### src/design/smof_pkg.sv
// shared types and constants for the sliding median outlier flag
`default_nettype none

package smof_pkg;

	// largest window the cell row holds by default
	localparam int MAX_WINDOW_DEF = 64;

	// configuration register width and reset value
	localparam int CFG_W = 7;
	localparam logic [CFG_W-1:0] WINDOW_RESET = 7'd5;

	// stream widths
	localparam int SAMPLE_W = 32;
	localparam int OUT_TDATA_W = 8;

	// result codes
	typedef enum logic [1:0] {
		STATUS_WARMUP  = 2'd0,
		STATUS_NORMAL  = 2'd1,
		STATUS_OUTLIER = 2'd2
	} status_t;

	// sequencer states
	typedef enum logic [2:0] {
		S_IDLE,
		S_RANK,
		S_PICK,
		S_SUM,
		S_CMP,
		S_DONE
	} state_t;

	// commands from the sequencer to every cell
	typedef struct packed {
		logic init;
		logic rotate;
		logic count;
		logic load;
	} ctrl_t;

endpackage

`default_nettype wire

### src/design/smof_cell.sv
// one cell of the window row: a stored sample with its rank counts
`default_nettype none

module smof_cell #(
	parameter int CW = 7
) (
	input  wire                       clk,
	input  smof_pkg::ctrl_t           ctrl,
	input  wire                       win_init,
	input  wire signed [smof_pkg::SAMPLE_W-1:0] prev_val,
	input  wire signed [smof_pkg::SAMPLE_W-1:0] nxt_val,
	input  wire [CW-1:0]              nxt_lt,
	input  wire [CW-1:0]              nxt_le,
	input  wire                       nxt_win,
	input  wire signed [smof_pkg::SAMPLE_W-1:0] bcast_val,
	input  wire                       bcast_win,
	output logic signed [smof_pkg::SAMPLE_W-1:0] val,
	output logic [CW-1:0]             lt_nx,
	output logic [CW-1:0]             le_nx,
	output logic                      win
);

	logic signed [smof_pkg::SAMPLE_W-1:0] val_q;
	logic [CW-1:0] lt_q;
	logic [CW-1:0] le_q;
	logic          win_q;
	logic          inc_lt;
	logic          inc_le;

	// compare the broadcast window sample with the one held here
	always_comb begin
		inc_lt = ctrl.count && bcast_win && (bcast_val < val_q);
		inc_le = ctrl.count && bcast_win && (bcast_val <= val_q);
		lt_nx  = lt_q + CW'(inc_lt);
		le_nx  = le_q + CW'(inc_le);
	end

	// clear counts and set the window flag, rotate around the ring, or take a new sample from behind
	always_ff @(posedge clk) begin
		if (ctrl.init) begin
			lt_q  <= '0;
			le_q  <= '0;
			win_q <= win_init;
		end else if (ctrl.rotate) begin
			val_q <= nxt_val;
			lt_q  <= nxt_lt;
			le_q  <= nxt_le;
			win_q <= nxt_win;
		end else if (ctrl.load) begin
			val_q <= prev_val;
		end
	end

	assign val = val_q;
	assign win = win_q;

endmodule

`default_nettype wire

### config.mk
export PLATFORM = sky130hd
export DESIGN_NAME = smof_cell
export DESIGN_NICKNAME = d
export VERILOG_FILES = /design/src/design/smof_pkg.sv /design/src/design/smof_cell.sv
export SDC_FILE = /design/constraint.sdc
export NUM_CORES = 1
export LEC_CHECK = 0
export BUFFER_PORTS_ARGS = -buffer_cell sky130_fd_sc_hd__buf_2
export CORE_MARGIN = 5
export CORE_UTILIZATION = 40
export CTS_BUF_LIST = sky130_fd_sc_hd__clkbuf_4
export DETAILED_ROUTE_END_ITERATION = 7
export GPL_TIMING_DRIVEN = 0
export PLACE_DENSITY = 0.73
export SYNTH_ARGS = -nofsm -noshare
export SYNTH_HDL_FRONTEND = slang
export SYNTH_SLANG_ARGS = --single-unit
### constraint.sdc
create_clock -name clk -period 3.32 [get_ports clk]
set_input_delay 0.498 -clock clk [delete_from_list [all_inputs] [get_ports clk]]
set_output_delay 0.498 -clock clk [all_outputs]
set_load 0.01 [all_outputs]
==> results of run 1 <==
[stage by stage]
| step | utilization, % | hold slack (ps) |
|---|---|---|
| floorplan | - | 467 |
| global placement | 53.8 | 484 |
| detailed placement | 53.9 | 502 |
| CTS | 57.7 | 337 |
| global route | 60.9 | 343 |
| finish | 60.9 | 360 |
[state kept, by name, indices dropped and copies added (netlist names)]
| signal | cells |
|---|---|
| lt_q | 7 |
| win | 1 |
| val | 32 |
| le_q | 7 |
[cell usage after synthesis, drive strengths merged, types with 2 or more instances]
library cell   n  area share (%)
nand3         10             1.7
xor2           2            0.60
xnor2          8             2.4
nor2          21             2.7
nand4          5             2.0
clkbuf         5            0.64
o21ai          5            0.85
edfxtp        33              34
mux2          33              13
a21oi         11             1.9
nor4           3             1.1
and3           2            0.42
mux2i         14             4.8
ha            36              15
inv           33             4.2
dfxtp         14             9.5
buf            2            0.34
a21o           2            0.55
a221oi         2            0.60
nand2         13             1.7
[kinds of logic after synthesis]
kind of cell	synth area share [%]
AO/OA/AOI/OAI	5.23
XOR/XNOR	2.98
adder cells (fa/ha/maj)	15.3
buffers and inverters	5.18
flip-flops	43.2
multiplexers	17.4
AND/OR/NAND/NOR	10.8
[layer usage]
metal / vias up / wire length, um
met5: - / 0
met4: 0 / 111
met3: 11 / 532
met2: 83 / 4570
met1: 1197 / 3150
li1: 1289 / -
[critical path: stages, from the launching register on]
cell	delay (ps)
sky130_fd_sc_hd__edfxtp_1	430
sky130_fd_sc_hd__inv_1	110
sky130_fd_sc_hd__ha_4	220
sky130_fd_sc_hd__nand4_4	120
sky130_fd_sc_hd__nor2_1	70
sky130_fd_sc_hd__a221oi_2	310
sky130_fd_sc_hd__a31oi_4	120
sky130_fd_sc_hd__nor4b_2	320
sky130_fd_sc_hd__a211o_1	200
sky130_fd_sc_hd__ha_4	160
sky130_fd_sc_hd__ha_4	150
sky130_fd_sc_hd__nand3_2	100
sky130_fd_sc_hd__xnor2_2	150
sky130_fd_sc_hd__buf_2	160
[worst max path at each step]
stage                          end  slack (ps)  cells after the start
after floorplan           le_nx[6]         290                     11
after global placement     val[23]        -510                      4
after detailed placement  le_nx[4]        -250                     13
after CTS                 le_nx[4]        -250                     13
after global routing      lt_nx[4]        -320                     13
final                     le_nx[4]        -150                     13
[repair_timing]
item | CTS | global route
endpoints found under the setup margin | 13 | 14
resized for setup | 27 | 33
pin swaps | 21 | 22
buffers inserted | 6 | 2
[where the power goes]
group / internal [mW] / leakage (nW) / switching, mW
logic: 0.236 / 1.64 / 0.227
registers: 0.685 / 0.433 / 0.0328
clock network: 0.0873 / 0.0360 / 0.200
total: 1.01 / 2.11 / 0.460
[cell type report]
cell class	instances	area, um2	share of cell area (%)
multi-input cells	176	1890	43.1
flip-flops and latches	47	1270	29.0
repair buffers	170	891	20.3
inverters	33	124	2.82
well taps	99	124	2.82
clock buffers	5	37.5	0.855
plain buffers	7	28.8	0.655
clock inverters	3	22.5	0.513
==> metrics.csv, run 1 <==
stage;metric;value;unit
global_route;met2 demand-to-capacity share in global routing;32.7;%
finish;commonest non-fill, non-tap cells in the layout;sky130_fd_sc_hd__buf_2 (162), sky130_fd_sc_hd__mux2_2 (33), sky130_fd_sc_hd__edfxtp_1 (33);
global_route;Most Crowded Layer GR;met2;
global_route;number of antenna violations at the first check in global routing;0;
worst_setup_path;Startpoint Class;flip-flop;
cts;CTS tree;yes;
logic_synthesis;number of enable flip-flop cells after synthesis;33;
place;port bufs;162;
cts;Clk Tree Root Cell;sky130_fd_sc_hd__clkbuf_4;
floorplanning;height of the die;95.8;um
place;instance area at placement;0.00389;mm2
worst_hold_path;class of the worst hold path;in -> reg;
finish;Non-Filler Cell Area, Final;0.00439;mm2
timing;final count of pins violating max slew;0;
cts;number of clock sinks;47;
route;count of vias placed by the detailed router;2580;
floorplanning;Rows;31;
global_route;met3 usage in global routing;3.75;%
worst_hold_path;end point of the most critical hold path;le_q[6];
route;total detailed-routing wirelength;8370;um
cts;count of hold buffers inserted by post-cts repair;0;
cts;clock insertion delay at the later pin of the skew report;360;ps
outcome;outcome;finished with violations;
timing;final worst clock skew;0;ps
job;Max-cap violations;0;
floorplanning;effective utilization at floorplan;40.8;%
place;Post-Place Setup Slack;-246;ps
worst_setup_path;cells on worst reg2reg path;2;
floorplanning;die span in x;95.8;um
worst_hold_path;Hold Path Depth;3;
cts;worst-case clock buffer depth;2;
finish;fraction of layout cells with a size suffix above 1;60.1;%
logic_synthesis;number of warnings reported in the yosys synthesis log;0;
cts;post-CTS clock slew at the launch and capture registers of the worst setup and hold paths;150;ps
global_route;largest net degree at the start of global routing;33;
finish;area added between synthesis and finish;49.1;%
power_and_ir_drop;largest vdd supply drop;0.000270;V
place;gpl congestion;0.799;
finish;Net count, final;594;
logic_synthesis;area of the mapped netlist;0.00294;mm2
global_route;sum of overflow across all layers after global routing;0;
worst_setup_path;largest fanout on the critical path;3;
timing;f_max;288;MHz
floorplanning;placeable core region;0.00721;mm2
finish;number of antenna repair diodes;0;
global_route;global routing usage summed across all routing layers;17.3;%
timing;number of hold-slack violations in the final timing report;0;
logic_synthesis;sequential element share of the synthesized area;43.2;%
timing;remaining max-slew budget at the tightest pin;40.2;%
logic_synthesis;number of unique standard cell types used by synthesis;34;
timing;final worst-path setup slack;-152;ps
route;routed length per instance;15.5;um
route;post-route antenna net violation count;0;
global_route;number of global-route vias before repair;2701;
floorplanning;area enclosed by the die boundary;0.00918;mm2
logic_synthesis;total of flip-flops plus latches after synthesis;47;
worst_setup_path;sort of element at the end of the critical path;primary output;
timing;part of the cycle the worst path needs;105;%
global_route;first-pass GRT wire length;12300;um
logic_synthesis;Primary FF master, synth;sky130_fd_sc_hd__edfxtp_1;
route;average via count per standard cell;4.78;
timing;final setup fails;10;
worst_hold_path;startpoint of the tightest hold check path;nxt_le[6];
logic_synthesis;Mean Syn Cell Area;11.2;um2
floorplanning;# IOs;165;
timing;Min Clock Period, post-route;3470;ps
finish;filler instances;656;
worst_setup_path;register-to-register setup slack;2490;ps
worst_setup_path;Crit Path Category;reg -> out;
route;DRC violation total after the first TritonRoute iteration;24;
finish;most common cell after layout, fill and taps aside;sky130_fd_sc_hd__buf_2;
outcome;violations in the final reports;setup timing;
global_route;met1 Use GR;19.4;%
finish;post-route insts no fill;540;
place;Placed Instances;524;
route;post-route DRC violation count;0;
worst_setup_path;worst setup path start;val[15];
timing;measured slew at the worst slew-check pin;895;ps
worst_setup_path;critical path required time;2820;ps
worst_setup_path;startpoint of the most critical register-to-register path;lt_q[1];
route;iteration count of the initial detailed-routing pass;4;
worst_setup_path;Crit path arrival time;2970;ps
place;post-detail-place hpwl;6420;um
logic_synthesis;cells after synthesis;263;
power_and_ir_drop;PD cells;334;mW/mm2
logic_synthesis;post-synthesis async set-or-reset flop share;0;%
worst_setup_path;reg2reg end;lt_q[1];
logic_synthesis;Mapped Nets;417;
cts;CTS Buf Count;5;
timing;final total negative setup slack;-1040;ps
power_and_ir_drop;total power;1.47;mW
power_and_ir_drop;Leakage Power;2.11;nW
cts;Clock H-tree levels;2;
timing;unrepaired setup endpoints after global routing;yes;
Power figures use the tool's default switching activity.
==> run 2: changes to the inputs <==
- PLACE_DENSITY: 0.73 -> 0.76
- clock period: 3.32 -> 2.95 ns (I/O delays scaled with it)
==> run 2 against run 1 <==
Non-clock buffer count up 2. First-iteration DRC count up 92%. The flow still finishes with violations (setup timing). Register-to-register slack worse by 310 ps. Clock skew unchanged. Die area unchanged. Largest cell class unchanged. Highest routed layer unchanged. Sequential power up 13%. Largest power group unchanged.
==> metrics.csv, run 2 (synthesis results as in run 1) <==
stage;metric;value;unit;change
route;routed length per instance;15.2;um;-1.9%
place;gpl congestion;0.755;;-5.6%
cts;number of clock sinks;47;;unchanged
floorplanning;height of the die;95.8;um;unchanged
power_and_ir_drop;Internal Pwr Total;1.14;mW;+13%
route;post-route DRC violation count;0;;unchanged
outcome;outcome;finished with violations;;
cts;post-CTS clock slew at the launch and capture registers of the worst setup and hold paths;140;ps;about the same
worst_setup_path;Startpoint Class;flip-flop;;
route;average via count per standard cell;4.78;;about the same
worst_setup_path;Crit Path Category;reg -> out;;
job;Max-cap violations;0;;unchanged
floorplanning;effective utilization at floorplan;40.8;%;unchanged
timing;final hold slack;306;ps;-53.3 ps
cts;worst-case clock buffer depth;2;;unchanged
worst_setup_path;critical path required time;2510;ps;-310 ps
route;DRC violation total after the first TritonRoute iteration;46;;+92%
route;total detailed-routing wirelength;8240;um;-1.5%
place;post-detail-place hpwl;6500;um;+1.3%
finish;Largest register FFs;32;;unchanged
power_and_ir_drop;proportion of power drawn by the clock network;19.3;%;-0.3 points
place;port bufs;162;;unchanged
outcome;violations in the final reports;setup timing;;
finish;area added between synthesis and finish;49.0;%;about the same
floorplanning;# IOs;165;;unchanged
finish;Seq. cell area;0.00127;mm2;unchanged
finish;multi-input gate area in the final layout;0.00187;mm2;-1.4%
floorplanning;Rows;31;;unchanged
timing;part of the cycle the worst path needs;116;%;
timing;final worst clock skew;0;ps;unchanged
finish;fraction of layout cells with a size suffix above 1;59.8;%;-0.27 points
power_and_ir_drop;switching power;0.515;mW;+12%
global_route;first-pass GRT wire length;12500;um;+1.8%
global_route;sum of overflow across all layers after global routing;0;;unchanged
worst_setup_path;largest fanout on the critical path;3;;unchanged
global_route;number of global-route vias before repair;2729;;+1.0%
timing;remaining max-slew budget at the tightest pin;38.6;%;-1.6 points
floorplanning;area enclosed by the die boundary;0.00918;mm2;unchanged
finish;Net count, final;596;;+0.34%
worst_hold_path;class of the worst hold path;in -> reg;;
timing;final worst-path setup slack;-475;ps;-323 ps
power_and_ir_drop;net switching share of the total power;31.2;%;-0.15 points
finish;Non-Filler Cell Area, Final;0.00439;mm2;about the same
power_and_ir_drop;Leakage Power;2.12;nW;+0.43%
timing;final count of pins violating max slew;0;;unchanged
timing;measured slew at the worst slew-check pin;919;ps;+24.3 ps
power_and_ir_drop;largest vdd supply drop;0.000194;V;-28%
route;post-route antenna net violation count;0;;unchanged
route;count of vias placed by the detailed router;2591;;+0.43%
global_route;global routing usage summed across all routing layers;17.6;%;+0.38 points
finish;most common cell after layout, fill and taps aside;sky130_fd_sc_hd__buf_2;;
power_and_ir_drop;Sequential Power Share;49.0;%;about the same
worst_setup_path;Crit path arrival time;2980;ps;about the same
route;iteration count of the initial detailed-routing pass;4;;unchanged
timing;f_max;292;MHz;
place;instance area at placement;0.00389;mm2;unchanged
cts;Clock H-tree levels;2;;unchanged
worst_setup_path;sort of element at the end of the critical path;primary output;;
finish;number of antenna repair diodes;0;;unchanged
timing;final setup fails;14;;+4
power_and_ir_drop;part of the total power dissipated in combinational logic;31.8;%;+0.3 points
finish;filler instances;649;;-1.1%
global_route;largest net degree at the start of global routing;33;;unchanged
timing;Min Clock Period, post-route;3430;ps;
floorplanning;placeable core region;0.00721;mm2;unchanged
power_and_ir_drop;PD cells;376;mW/mm2;+13%
timing;number of hold-slack violations in the final timing report;0;;unchanged
cts;Clk Tree Root Cell;sky130_fd_sc_hd__clkbuf_4;;
cts;count of hold buffers inserted by post-cts repair;0;;unchanged
place;Post-Place Setup Slack;-531;ps;-285 ps
cts;CTS tree;yes;;
finish;commonest non-fill, non-tap cells in the layout;sky130_fd_sc_hd__buf_2 (160), sky130_fd_sc_hd__mux2_2 (33), sky130_fd_sc_hd__edfxtp_1 (33);;
floorplanning;die span in x;95.8;um;unchanged
cts;clock insertion delay at the later pin of the skew report;360;ps;about the same
global_route;number of antenna violations at the first check in global routing;0;;unchanged
cts;CTS Buf Count;5;;unchanged
timing;unrepaired setup endpoints after global routing;yes;;
run 2: cell count changes in the layout (fill, tap and decap cells not counted), moves of 2 or more:
cell,previous run,this run
sky130_fd_sc_hd__buf_4,6,8
sky130_fd_sc_hd__nand3_1,4,2
sky130_fd_sc_hd__buf_2,162,160
sky130_fd_sc_hd__inv_6,2,0
sky130_fd_sc_hd__buf_6,4,6
sky130_fd_sc_hd__nand2_1,10,12
sky130_fd_sc_hd__nand3_2,3,6
sky130_fd_sc_hd__nand2_2,3,1
run 2: path summary, 6_finish.rpt:
path / from / endpoint / slack [ps] / cells past startpoint
max: val[30] / lt_nx[4] / -480 / 14
min: nxt_lt[4] / lt_q[4] / 310 / 3
max reg2reg: lt_q[1] / lt_q[1] / 2180 / 2
min reg2reg: lt_q[6] / lt_q[6] / 550 / 2
run 2: layer usage:
layer	track usage (%)	vias up	part of all wire, %
met4	4.50	0	0.85
met1	21.0	1201	40
met2	32.4	83	53
met5	0	-	0
li1	-	1298	-
met3	3.28	9	5.9
run 2: repair_timing:
item,4_1_cts,5_1_grt
endpoints found under the hold margin,0,0
pin swaps,26,25
setup buffers,7,3
setup endpoints to repair,14,14
resized for setup,43,17
run 2: through the flow:
step	utilization (%)	setup TNS [ps]	power [mW]	cells
3_3_place_gp	53.8	-30340	1.23	524
2_1_floorplan	-	0	1.06	263
3_5_place_dp	53.9	-3820	1.25	524
5_1_grt	60.8	-7920	1.75	542
4_1_cts	58.9	-5680	1.63	539
6_report	60.8	-5080	1.65	542
run 2: area by class of cell:
type | instances | area share [%]
inverters | 33 | 2.82
clock buffers | 5 | 0.855
well taps | 99 | 2.82
multi-input cells | 176 | 42.5
clock inverters | 3 | 0.428
plain buffers | 7 | 0.656
repair buffers | 172 | 20.9
flip-flops and latches | 47 | 29.0
run 2: worst max-delay path: stages, from the launching register on:
cell and delay (ps):
sky130_fd_sc_hd__edfxtp_1 420, sky130_fd_sc_hd__inv_2 90, sky130_fd_sc_hd__ha_4 220, sky130_fd_sc_hd__a21oi_2 120
sky130_fd_sc_hd__nand2_1 80, sky130_fd_sc_hd__a221oi_2 280, sky130_fd_sc_hd__o211ai_1 160, sky130_fd_sc_hd__nor4b_2 320
sky130_fd_sc_hd__buf_4 160, sky130_fd_sc_hd__a21o_4 90, sky130_fd_sc_hd__ha_4 140, sky130_fd_sc_hd__ha_4 150
sky130_fd_sc_hd__nand3_2 80, sky130_fd_sc_hd__xnor2_1 160, sky130_fd_sc_hd__buf_2 150
run 2: power by group through the flow:
stage               combinational, mW  clock [mW]  sequential [mW]
floorplan                       0.222           0            0.838
global placement                0.418           0            0.816
detailed placement              0.432           0            0.817
CTS                             0.498       0.325            0.806
global route                    0.584       0.354            0.817
finish                          0.525       0.318            0.809
==> run 3: changes to the inputs <==
- CORE_UTILIZATION: 40 -> 42
- PLACE_DENSITY: 0.76 -> 0.8
==> run 3 against run 2 <==
The flow still finishes with violations (setup timing). Sequential share of layout area is 0.16 points higher. Cell count down 1.3%. Sequential power about the same. Maximum frequency shrank 0.95%. Core utilization rose by 3.4 points. Combinational power is essentially flat. Non-clock buffer count fell by 4. Register-to-register slack about the same. Global-route usage grew 0.88 points. Clock-buffer cell count unchanged. Flip-flop and latch count stayed put. Largest cell class unchanged.
==> metrics.csv, run 3 (synthesis results as in run 1) <==
stage;metric;value;unit;change
outcome;outcome;finished with violations;;
outcome;violations in the final reports;setup timing;;
floorplanning;height of the die;93.7;um;-2.2%
worst_setup_path;critical path required time;2510;ps;about the same
timing;remaining max-slew budget at the tightest pin;37.4;%;-1.2 points
finish;filler instances;560;;-14%
timing;Min Clock Period, post-route;3460;ps;+32.8 ps
finish;commonest non-fill, non-tap cells in the layout;sky130_fd_sc_hd__buf_2 (160), sky130_fd_sc_hd__mux2_2 (33), sky130_fd_sc_hd__edfxtp_1 (33);;
floorplanning;placeable core region;0.00679;mm2;-5.8%
power_and_ir_drop;largest vdd supply drop;0.000205;V;+5.9%
floorplanning;area enclosed by the die boundary;0.00878;mm2;-4.3%
worst_setup_path;Startpoint Class;flip-flop;;
finish;Net count, final;592;;-0.67%
route;total detailed-routing wirelength;8680;um;+5.3%
route;routed length per instance;16.2;um;+6.7%
finish;fraction of layout cells with a size suffix above 1;58.5;%;-1.3 points
finish;area added between synthesis and finish;48.2;%;
timing;unrepaired setup endpoints after global routing;yes;;
timing;part of the cycle the worst path needs;117;%;+1.1 points
route;post-route DRC violation count;0;;unchanged
global_route;number of antenna violations at the first check in global routing;0;;unchanged
job;Max-cap violations;0;;unchanged
route;count of vias placed by the detailed router;2623;;+1.2%
worst_setup_path;most used cell, CP;sky130_fd_sc_hd__ha_4;;
timing;final count of pins violating max slew;0;;unchanged
route;DRC violation total after the first TritonRoute iteration;55;;+20%
finish;Largest register FFs;32;;unchanged
timing;f_max;289;MHz;-0.95%
route;average via count per standard cell;4.90;;+2.6%
worst_setup_path;buffer and inverter count on the worst path;2;;-1
cts;Clock H-tree levels;2;;unchanged
finish;multi-input gate area in the final layout;0.00186;mm2;-0.54%
worst_setup_path;sort of element at the end of the critical path;primary output;;
floorplanning;die span in x;93.7;um;-2.2%
finish;most common cell after layout, fill and taps aside;sky130_fd_sc_hd__buf_2;;
worst_setup_path;Crit path arrival time;3020;ps;+40 ps
global_route;first-pass GRT wire length;12900;um;+2.8%
cts;worst-case clock buffer depth;2;;unchanged
worst_setup_path;critical path cell sequence;inv_2 -> ha_4 -> a21oi_1 -> o21ai_1 -> a221oi_2 -> a31oi_4 -> nor4b_4 -> a211o_1 -> ha_4 -> ha_4 -> nand3_2 -> xnor2_1 -> buf_2;;
timing;final worst clock skew;0;ps;unchanged
timing;measured slew at the worst slew-check pin;937;ps;+17.8 ps
worst_setup_path;largest fanout on the critical path;3;;unchanged
worst_setup_path;Largest delay share family, worst path;compound AO/OA/AOI/OAI gates;;
place;gpl congestion;0.757;;+0.38%
finish;number of antenna repair diodes;0;;unchanged
global_route;global routing usage summed across all routing layers;18.5;%;+0.88 points
worst_setup_path;slowest library cell on the worst path;sky130_fd_sc_hd__edfxtp_1;;
cts;post-CTS clock slew at the launch and capture registers of the worst setup and hold paths;140;ps;about the same
floorplanning;effective utilization at floorplan;43.3;%;+2.5 points
global_route;largest net degree at the start of global routing;33;;unchanged
timing;final worst-path setup slack;-508;ps;-32.8 ps
cts;Clk Tree Root Cell;sky130_fd_sc_hd__clkbuf_4;;
worst_setup_path;register-to-register setup slack;2180;ps;about the same
worst_hold_path;class of the worst hold path;in -> reg;;
floorplanning;Rows;30;;-3.2%
floorplanning;# IOs;165;;unchanged
worst_setup_path;largest stage delay on the critical path;420;ps;about the same
cts;number of clock sinks;47;;unchanged
cts;clock insertion delay at the later pin of the skew report;360;ps;about the same
place;post-detail-place hpwl;6590;um;+1.5%
finish;final core area utilization;64.2;%;+3.4 points
timing;number of hold-slack violations in the final timing report;0;;unchanged
route;post-route antenna net violation count;0;;unchanged
cts;CTS tree;yes;;
global_route;sum of overflow across all layers after global routing;0;;unchanged
power_and_ir_drop;PD cells;400;mW/mm2;+6.2%
timing;final setup fails;14;;unchanged
finish;Seq. cell area;0.00127;mm2;unchanged
cts;CTS Buf Count;5;;unchanged
route;iteration count of the initial detailed-routing pass;4;;unchanged
timing;final hold slack;303;ps;-3.06 ps
global_route;number of global-route vias before repair;2803;;+2.7%
worst_setup_path;Crit Path Category;reg -> out;;
place;port bufs;162;;unchanged
power_and_ir_drop;Leakage Power;2.09;nW;-1.5%
run 3: cell count changes in the layout (fill, tap and decap cells not counted), moves of 2 or more:
cell,delta
sky130_fd_sc_hd__xnor2_1,+3
sky130_fd_sc_hd__nand3_1,+2
sky130_fd_sc_hd__a21oi_1,+3
sky130_fd_sc_hd__xnor2_2,-3
sky130_fd_sc_hd__buf_4,-3
sky130_fd_sc_hd__a21oi_2,-3
run 3: metal layers:
metal | share of wire, % | up-vias | wire (um) | GRT usage (%)
li1 | - | 1287 | - | -
met1 | 38 | 1219 | 3270 | 20.6
met2 | 53 | 102 | 4620 | 34.7
met3 | 6.9 | 15 | 596 | 4.33
met4 | 2.2 | 0 | 188 | 5.42
met5 | 0 | - | 0 | 0
run 3: final timing paths:
path	end	cells past startpoint	startpoint
min reg2reg	le_q[6]	2	le_q[6]
min	lt_q[6]	3	nxt_lt[6]
max	le_nx[4]	13	val[7]
max reg2reg	lt_q[1]	2	lt_q[1]
run 3: area by class of cell:
class,count,share of cell area (%)
Multi-Input combinational cell,176,42.5
Clock buffer,5,0.860
Sequential cell,47,29.1
Timing Repair Buffer,168,20.3
Clock inverter,3,0.975
Inverter,33,2.84
Tap cell,96,2.75
Buffer,7,0.659
run 3: metrics by stage:
step / instance area (um2) / worst slack, ps / power [mW] / instances / TNS, ps
floorplan: 2940 / 34.1 / 1.06 / 263 / 0
global placement: 3870 / -827 / 1.23 / 521 / -30190
detailed placement: 3880 / -502 / 1.25 / 521 / -3830
CTS: 4150 / -550 / 1.70 / 531 / -5530
global route: 4360 / -669 / 1.84 / 535 / -7210
finish: 4360 / -508 / 1.74 / 535 / -5220
run 3: timing repair:
action,4_1_cts,5_1_grt
gates cloned,0,0
setup buffers,2,4
hold buffers,0,0
pin swaps,13,19
gates resized for setup,28,27
setup endpoints to repair,14,14
run 3: power by group:
part	switching [mW]	internal, mW
logic	0.259	0.269
clock network	0.228	0.180
registers	0.0373	0.771
run 3: worst min-delay path: stages:
cell and delay, ps:
sky130_fd_sc_hd__buf_2 70, sky130_fd_sc_hd__mux2i_1 50, sky130_fd_sc_hd__nor2_1 70
